### src/assert_macros.svh
// ----------------------------------------------------------------------------
// assert_macros.svh
// Assertion shorthands, compiled out when SYNTH is defined.
// ----------------------------------------------------------------------------
`ifndef ASSERT_MACROS_SVH
`define ASSERT_MACROS_SVH

`ifndef SYNTH
`define ASSERT_RST(lbl, clk, rst, prop) \
  lbl: assert property (@(posedge clk) disable iff (rst) prop) \
    else $error("assertion failed");
`define ASSERT_ALWAYS(lbl, clk, prop) \
  lbl: assert property (@(posedge clk) prop) \
    else $error("assertion failed");
`else
`define ASSERT_RST(lbl, clk, rst, prop)
`define ASSERT_ALWAYS(lbl, clk, prop)
`endif

`endif

### src/ptpq_pkg.sv
// ----------------------------------------------------------------------------
// ptpq_pkg
// Types and constants of the PTP lock qualifier.
// ----------------------------------------------------------------------------
`default_nettype none

package ptpq_pkg;

  localparam int SETTLE_W = 47;
  localparam int UTC_W    = 10;
  localparam int UTC_NS_W = 40;

  localparam logic [UTC_NS_W-1:0] NS_PER_SEC = 40'd1000000000;

  localparam logic [SETTLE_W-1:0] SETTLE_RST = 47'd5000000000;
  localparam logic [UTC_W-1:0]    UTC_RST    = 10'd37;
  localparam logic [UTC_NS_W-1:0] UTC_NS_RST = 40'd37000000000;

  localparam logic [2:0] ST_NOPORT     = 3'd0;
  localparam logic [2:0] ST_NOTCAPABLE = 3'd1;
  localparam logic [2:0] ST_OWNGM      = 3'd2;
  localparam logic [2:0] ST_NOLOCK     = 3'd3;
  localparam logic [2:0] ST_NOTPTP     = 3'd4;
  localparam logic [2:0] ST_SETTLE     = 3'd5;
  localparam logic [2:0] ST_LOCK       = 3'd6;

  typedef struct packed {
    logic               port_exists;
    logic               port_usable;
    logic [63:0]        own_clock_id;
    logic [63:0]        domain_gm_id;
    logic               domain_locked;
    logic               conversion_ptp_valid;
    logic [63:0]        conversion_gm_id;
    logic               disturbed;
    logic [63:0]        sample_time_ns;
    logic signed [63:0] gptp_time_ns;
    logic signed [63:0] system_time_ns;
    logic               bracket_good;
  } sample_t;

  typedef struct packed {
    logic [2:0]         status;
    logic               state_changed;
    logic               resettled;
    logic               send_sample;
    logic signed [63:0] clock_skew_ns;
  } result_t;

  typedef struct packed {
    logic [SETTLE_W-1:0] settle_time_ns;
    logic [UTC_NS_W-1:0] utc_shift_ns;
  } cfg_t;

endpackage

`default_nettype wire

### src/ptpq_regs.sv
// ----------------------------------------------------------------------------
// ptpq_regs
// APB register file: settle time and UTC offset, offset kept in ns as well.
// ----------------------------------------------------------------------------
`default_nettype none

module ptpq_regs (
  input  wire logic               clk,
  input  wire logic               rst,
  input  wire logic               psel,
  input  wire logic               penable,
  input  wire logic               pwrite,
  input  wire logic [3:0]         paddr,
  input  wire logic [63:0]        pwdata,
  output logic [63:0]             prdata,
  output logic                    pready,
  output ptpq_pkg::cfg_t          cfg
);

  logic [ptpq_pkg::SETTLE_W-1:0] settle_time;
  logic [ptpq_pkg::UTC_W-1:0]    utc_s;
  logic [ptpq_pkg::UTC_NS_W-1:0] utc_ns;
  logic [ptpq_pkg::UTC_NS_W-1:0] utc_ns_next;
  logic                          wr;

  assign pready      = 1'b1;
  assign wr          = psel && penable && pwrite;
  assign utc_ns_next = ptpq_pkg::UTC_NS_W'(pwdata[ptpq_pkg::UTC_W-1:0]) * ptpq_pkg::NS_PER_SEC;

  always_ff @(posedge clk) begin
    if (rst) begin
      settle_time <= ptpq_pkg::SETTLE_RST;
      utc_s       <= ptpq_pkg::UTC_RST;
      utc_ns      <= ptpq_pkg::UTC_NS_RST;
    end else if (wr) begin
      if (paddr[3]) begin
        utc_s  <= pwdata[ptpq_pkg::UTC_W-1:0];
        utc_ns <= utc_ns_next;
      end else begin
        settle_time <= pwdata[ptpq_pkg::SETTLE_W-1:0];
      end
    end
  end

  always_comb begin
    if (paddr[3]) begin
      prdata = 64'(utc_s);
    end else begin
      prdata = 64'(settle_time);
    end
  end

  assign cfg.settle_time_ns = settle_time;
  assign cfg.utc_shift_ns   = utc_ns;

endmodule

`default_nettype wire

### src/ptp_lock_qualifier.sv
// ----------------------------------------------------------------------------
// ptp_lock_qualifier
// Classifies timing samples, runs the settle timer and gates sending.
// ----------------------------------------------------------------------------
//  channel   direction  handshake                    payload
//  sample    in         sample_valid / sample_ready  ptpq_pkg::sample_t
//  result    out        result_valid / result_ready  ptpq_pkg::result_t
//  apb       in         psel / penable / pready      64-bit regs at 0x0, 0x8
//
//  One item per cycle sustained while results are taken; path is input reg, then result reg.
//  Classifier, settle compare and offset subtract sit between the two regs.
//  Stalled result holds; the input reg still takes one item, then the
//  input stalls until the result is taken.
//  Synchronous reset clears state, valids and config regs to defaults; data regs are not reset.
// ----------------------------------------------------------------------------
`default_nettype none
`include "assert_macros.svh"

module ptp_lock_qualifier (
  input  wire logic              clk,
  input  wire logic              rst,
  input  wire logic              sample_valid,
  output logic                   sample_ready,
  input  wire ptpq_pkg::sample_t sample,
  output logic                   result_valid,
  input  wire logic              result_ready,
  output ptpq_pkg::result_t      result,
  input  wire logic              psel,
  input  wire logic              penable,
  input  wire logic              pwrite,
  input  wire logic [3:0]        paddr,
  input  wire logic [63:0]       pwdata,
  output logic [63:0]            prdata,
  output logic                   pready
);

  ptpq_pkg::cfg_t    cfg;
  ptpq_pkg::sample_t smp;
  logic              smp_valid;
  ptpq_pkg::result_t res_next;

  logic [2:0]  cur_status;
  logic [2:0]  cur_status_next;
  logic        status_seen;
  logic [63:0] settle_start;
  logic [63:0] settle_start_next;
  logic [63:0] lock_gm;
  logic [63:0] lock_gm_next;

  logic        advance;
  logic        fire;
  logic        restart;
  logic        reached;
  logic [63:0] elapsed;

  ptpq_regs u_regs (
    .clk     (clk),
    .rst     (rst),
    .psel    (psel),
    .penable (penable),
    .pwrite  (pwrite),
    .paddr   (paddr),
    .pwdata  (pwdata),
    .prdata  (prdata),
    .pready  (pready),
    .cfg     (cfg)
  );

  assign advance      = !result_valid || result_ready;
  assign sample_ready = !smp_valid || advance;
  assign fire         = smp_valid && advance;

  always_ff @(posedge clk) begin
    if (rst) begin
      smp_valid <= 1'b0;
    end else if (sample_valid && sample_ready) begin
      smp_valid <= 1'b1;
    end else if (advance) begin
      smp_valid <= 1'b0;
    end
  end

  always_ff @(posedge clk) begin
    if (sample_valid && sample_ready) begin
      smp <= sample;
    end
  end

  assign elapsed = smp.sample_time_ns - settle_start;
  assign restart = smp.disturbed || (lock_gm != smp.domain_gm_id) ||
                   (cur_status < ptpq_pkg::ST_SETTLE);
  // negative elapsed never locks
  assign reached = !elapsed[63] &&
                   ((elapsed[62:ptpq_pkg::SETTLE_W] != '0) ||
                    (elapsed[ptpq_pkg::SETTLE_W-1:0] >= cfg.settle_time_ns));

  always_comb begin
    cur_status_next   = ptpq_pkg::ST_NOPORT;
    settle_start_next = settle_start;
    lock_gm_next      = lock_gm;
    res_next.resettled = 1'b0;
    if (!smp.port_exists) begin
      cur_status_next = ptpq_pkg::ST_NOPORT;
    end else if (!smp.port_usable) begin
      cur_status_next = ptpq_pkg::ST_NOTCAPABLE;
    end else if (smp.domain_gm_id == smp.own_clock_id) begin
      cur_status_next = ptpq_pkg::ST_OWNGM;
    end else if (!smp.domain_locked) begin
      cur_status_next = ptpq_pkg::ST_NOLOCK;
    end else if (!smp.conversion_ptp_valid || (smp.conversion_gm_id != smp.domain_gm_id)) begin
      cur_status_next = ptpq_pkg::ST_NOTPTP;
    end else if (restart) begin
      settle_start_next  = smp.sample_time_ns;
      lock_gm_next       = smp.domain_gm_id;
      res_next.resettled = smp.disturbed && (cur_status == ptpq_pkg::ST_LOCK);
      cur_status_next    = (cfg.settle_time_ns == '0) ? ptpq_pkg::ST_LOCK
                                                      : ptpq_pkg::ST_SETTLE;
    end else begin
      cur_status_next = reached ? ptpq_pkg::ST_LOCK : ptpq_pkg::ST_SETTLE;
    end
    res_next.status        = cur_status_next;
    res_next.state_changed = !status_seen || (cur_status_next != cur_status);
    res_next.send_sample   = (cur_status_next == ptpq_pkg::ST_LOCK) && smp.bracket_good;
    res_next.clock_skew_ns = smp.gptp_time_ns - 64'(cfg.utc_shift_ns) - smp.system_time_ns;
  end

  always_ff @(posedge clk) begin
    if (rst) begin
      result_valid <= 1'b0;
      cur_status   <= ptpq_pkg::ST_NOPORT;
      status_seen  <= 1'b0;
      settle_start <= '0;
      lock_gm      <= '0;
    end else begin
      if (fire) begin
        result_valid <= 1'b1;
        cur_status   <= cur_status_next;
        status_seen  <= 1'b1;
        settle_start <= settle_start_next;
        lock_gm      <= lock_gm_next;
      end else if (result_ready) begin
        result_valid <= 1'b0;
      end
    end
  end

  always_ff @(posedge clk) begin
    if (fire) begin
      result <= res_next;
    end
  end

  `ASSERT_RST(a_send_locked, clk, rst, result_valid |-> (!result.send_sample || result.status == ptpq_pkg::ST_LOCK))
  `ASSERT_RST(a_resettle_settle, clk, rst, (result_valid && result.resettled) |-> (result.status >= ptpq_pkg::ST_SETTLE))
  `ASSERT_RST(a_status_tracks, clk, rst, result_valid |-> (cur_status == result.status))
  `ASSERT_ALWAYS(a_seen_first, clk, !status_seen |-> !result_valid)

endmodule

`default_nettype wire

### config.mk
export PLATFORM = sky130hd
export DESIGN_NAME = ptp_lock_qualifier
export DESIGN_NICKNAME = d
export VERILOG_FILES = /design/src/ptpq_pkg.sv /design/src/ptpq_regs.sv /design/src/ptp_lock_qualifier.sv
export VERILOG_INCLUDE_DIRS = /design/src /design/src/src
export SDC_FILE = /design/constraint.sdc
export NUM_CORES = 2
export LEC_CHECK = 0
export CAP_MARGIN = 20
export CORE_ASPECT_RATIO = 0.75
export CORE_MARGIN = 2
export CORE_UTILIZATION = 55
export DETAILED_ROUTE_END_ITERATION = 12
export DONT_BUFFER_PORTS = 1
export PLACE_DENSITY = 0.75
export SETUP_SLACK_MARGIN = 0.3
export SYNTH_ARGS = -nofsm -noshare
export SYNTH_HDL_FRONTEND = slang
export SYNTH_SLANG_ARGS = --single-unit
### constraint.sdc
create_clock -name clk -period 12 [get_ports clk]
set_input_delay 1.8 -clock clk [delete_from_list [all_inputs] [get_ports clk]]
set_output_delay 1.8 -clock clk [all_outputs]
set_load 0.05 [all_outputs]
==> metrics.cfg <==
[flow_run]
cap_violations = 0

[setup_path]
reg2reg_to = result[66]$_DFFE_PP_
critPathCaptureType = register
cp-start-kind = register
arrival_ns = 7.44
crit_family = compound AO/OA/AOI/OAI gates
r2r_setup_slack_ns = 5.03
cp-startpoint = smp[129]$_DFFE_PP_
reg2regPathDepth = 26
cpPeakStageDelay_ns = 0.51
worstReg2RegStart = smp[129]$_DFFE_PP_
path_class = reg -> reg
worst_ep_required_time_ns = 12.46
crit_top_cell = nand2_1
path_depth = 26
path_buf_inv = 2
path_max_fanout = 4
critPathCapture = result[66]$_DFFE_PP_
slowest_stage = nor4b_4

[detailed_routing]
drt_iter0_markers = 2611
wl_per_cell_um = 21.7
dr.pass1.iters = 5
num_vias = 27750
avgViaCountPerCell = 5.87
postRouteAntennaNets = 0
drc = 0
finalWirelength_um = 103000

[pwr]
peakVddDrop_mv = 0.180
p_total_w = 0.00695
p_per_area_mw_per_mm2 = 164
power_leakage_nw = 16.3

[clock_network]
clk_pin_slew_ns = 0.07
cts_htree_levels = 3
cts_setup_buffers = 0
cts.sinks = 680
cts_buffers = 68
hold_buffers = 0
clk_path_buf_depth = 3
tritoncts = done
insertion_delay_ns = 0.63
post_cts_resized = 0
cts_root_buf = clkbuf_16

[place]
pre_cts_ws_ns = 4.86
gp_congestion = 0.978
dpl.hpwl_um = 79100
dp_cells = 4591
portBuffers = 0

[sta]
finalSetupTns_ns = 0
max_slew_margin_pct = 22.4
final-hold-violation-count = 0
setup_slack_ns = 5.03
fin_crit_sh_pct = 58.1
worst_pin_slew_ns = 1.15
period_minus_slack_ns = 6.97
drv_slew = 0
fmax_mhz = 143
setup_viol = 0
fin_worst_skew_ns = 0.0338
rsz0062_at_grt = false

[synth]
synth_edf_count = 460
synth_top_area_share_pct = 35.3
synthTopCellsByArea = edfxtp_1, dfxtp_1, ha_1
synthCells = 3744
synth_seq_cells = 680
avgSynthCellArea_um2 = 10.5
synth_largest_area_cell = edfxtp_1
synthArstFlopShare_pct = 0
synth_area_mm2 = 0.0392
synth_ff_type = edfxtp_1
synth-seq-area-share_pct = 46.5
ys_warn_count = 0
ys_types = 88

[die]
pin_count = 602
die_y_um = 235
core_area_mm2 = 0.0703
fp.dieW_um = 312
die-area_mm2 = 0.0734
start_util_pct = 55.7
rows = 84

[cells_and_area]
nFillCells = 5776
multiInputGateArea_mm2 = 0.0189
seqCellArea_mm2 = 0.0182
final_cells = 4724
drive_gt1_share_pct = 4.11
area_delta_synth_final_pct = 8.14
nets = 4574

[global_route]
grt_overflow = 0
grt_pass1_wl_um = 156000
antenna_found_initial = 22
grt_max_degree = 195
grt_pass1_vias = 26663
grt_usage_pct = 27.4

[min_path]
hold_class = reg -> reg

[status]
status = finished, final reports clean

worst min-delay path: stages, from the launching register on:
cell	delay [ns]
dfxtp_1	0.31
nand2_1	0.05
a21oi_1	0.05
flip-flops by register name, summed over array words and instances, names as in the netlist:
| name | cells |
|---|---|
| u_regs.utc_s | 10 |
| status_seen | 1 |
| lock_gm | 64 |
| smp_valid | 1 |
| cur_status | 3 |
| u_regs.settle_time | 47 |
| smp | 390 |
| u_regs.utc_ns | 29 |
| result_valid | 1 |
| settle_start | 64 |
| result | 70 |
cells by family (layout without fill, tap and decap cells):
| group | Yosys count | in the layout | synth area share, % |
|---|---|---|---|
| AOI/OAI and AO/OA | 687 | 687 | 11.1 |
| adders and majority gates | 394 | 394 | 14.5 |
| buffers and inverters | 544 | 552 | 5.39 |
| and+or+nand+nor | 1017 | 1017 | 12.6 |
| xor gates and xnor gates | 286 | 286 | 6.40 |
| muxes | 134 | 134 | 3.44 |
| other | 2 | 28 | 0.0192 |
| DFF | 680 | 680 | 46.5 |
power by group:
part / internal (W) / switching (W)
sequential: 0.00268 / 0.000203
clock: 0.00131 / 0.000929
combinational: 0.000755 / 0.00107
total: 0.00474 / 0.00220
cells in the mapped netlist (6+ instances only):
library cell  count
edfxtp_1        460
inv_1           411
nor2_1          314
ha_1            292
nand2_1         278
a21oi_1         240
dfxtp_1         220
xnor2_1         195
mux2i_1         131
o21ai_0         121
nand4_1         111
fa_1            102
clkbuf_1        100
xor2_1           91
a21o_1           90
nand3_1          52
nor4_1           48
nand2b_1         45
nor2b_1          36
o211ai_1         36
nor3_1           28
a31oi_1          21
o21bai_1         21
and3_1           20
o21a_1           19
buf_4            18
a211oi_1         16
or3_1            15
buf_1            12
and2_1           11
o31ai_1          11
nor3b_1          10
a22oi_1           9
o22ai_1           9
a2111oi_0         8
a211o_1           8
nor4b_1           8
o2111ai_1         8
a221oi_1          7
or4_1             7
nand4b_1          6
metal layers:
metal / GRT usage (%) / routed length (um)
met5: 0 / 152
met4: 6.73 / 2240
met3: 6.96 / 9000
met2: 42.6 / 45800
met1: 38.5 / 45300
worst min-delay path by stage:
stage	from	to	slack (ns)	depth (start not counted)
detailed placement	u_regs.utc_ns[38]$_SDFFE_PP0P_	u_regs.utc_ns[38]$_SDFFE_PP0P_	0.44	2
finish	u_regs.utc_ns[38]$_SDFFE_PP0P_	u_regs.utc_ns[38]$_SDFFE_PP0P_	0.45	2
global placement	u_regs.utc_ns[25]$_SDFFE_PP0P_	u_regs.utc_ns[25]$_SDFFE_PP0P_	0.44	2
floorplan	u_regs.utc_ns[37]$_SDFFE_PP0P_	u_regs.utc_ns[37]$_SDFFE_PP0P_	0.43	2
global route	u_regs.utc_ns[23]$_SDFFE_PP0P_	u_regs.utc_ns[23]$_SDFFE_PP0P_	0.48	2
CTS	u_regs.utc_ns[38]$_SDFFE_PP0P_	u_regs.utc_ns[38]$_SDFFE_PP0P_	0.45	2
layout make-up:
| class | instances | area share, % |
|---|---|---|
| antenna | 10 | 0.0591 |
| clock buffer | 86 | 4.35 |
| clock inverter | 37 | 1.13 |
| inverter | 412 | 3.66 |
| multi-input combinational | 2536 | 44.6 |
| sequential | 680 | 43.0 |
| tap | 946 | 2.80 |
| timing repair buffer | 17 | 0.340 |
per-stage QoR:
stage | utilization, % | area (um^2) | hold slack [ns]
6_report | 60.2 | 42300 | 0.449
5_1_grt | 60.2 | 42300 | 0.481
4_1_cts | 60.2 | 42300 | 0.453
3_5_place_dp | 56.9 | 40000 | 0.444
3_3_place_gp | 56.9 | 40000 | 0.437
2_1_floorplan | - | 39200 | 0.432
cells in the final DEF (no fill, tap or decap), types with 45 or more instances in the layout:
master     count
nand2_1      278
a21o_1        90
nand2b_1      45
xnor2_1      195
edfxtp_1     460
inv_1        410
mux2i_1      131
dfxtp_1      220
xor2_1        91
a21oi_1      240
clkbuf_16     69
fa_1         102
nand3_1       52
o21ai_0      112
nor2_1       312
nor4_1        48
ha_1         292
nand4_1      111
Power figures use the tool's default switching activity.
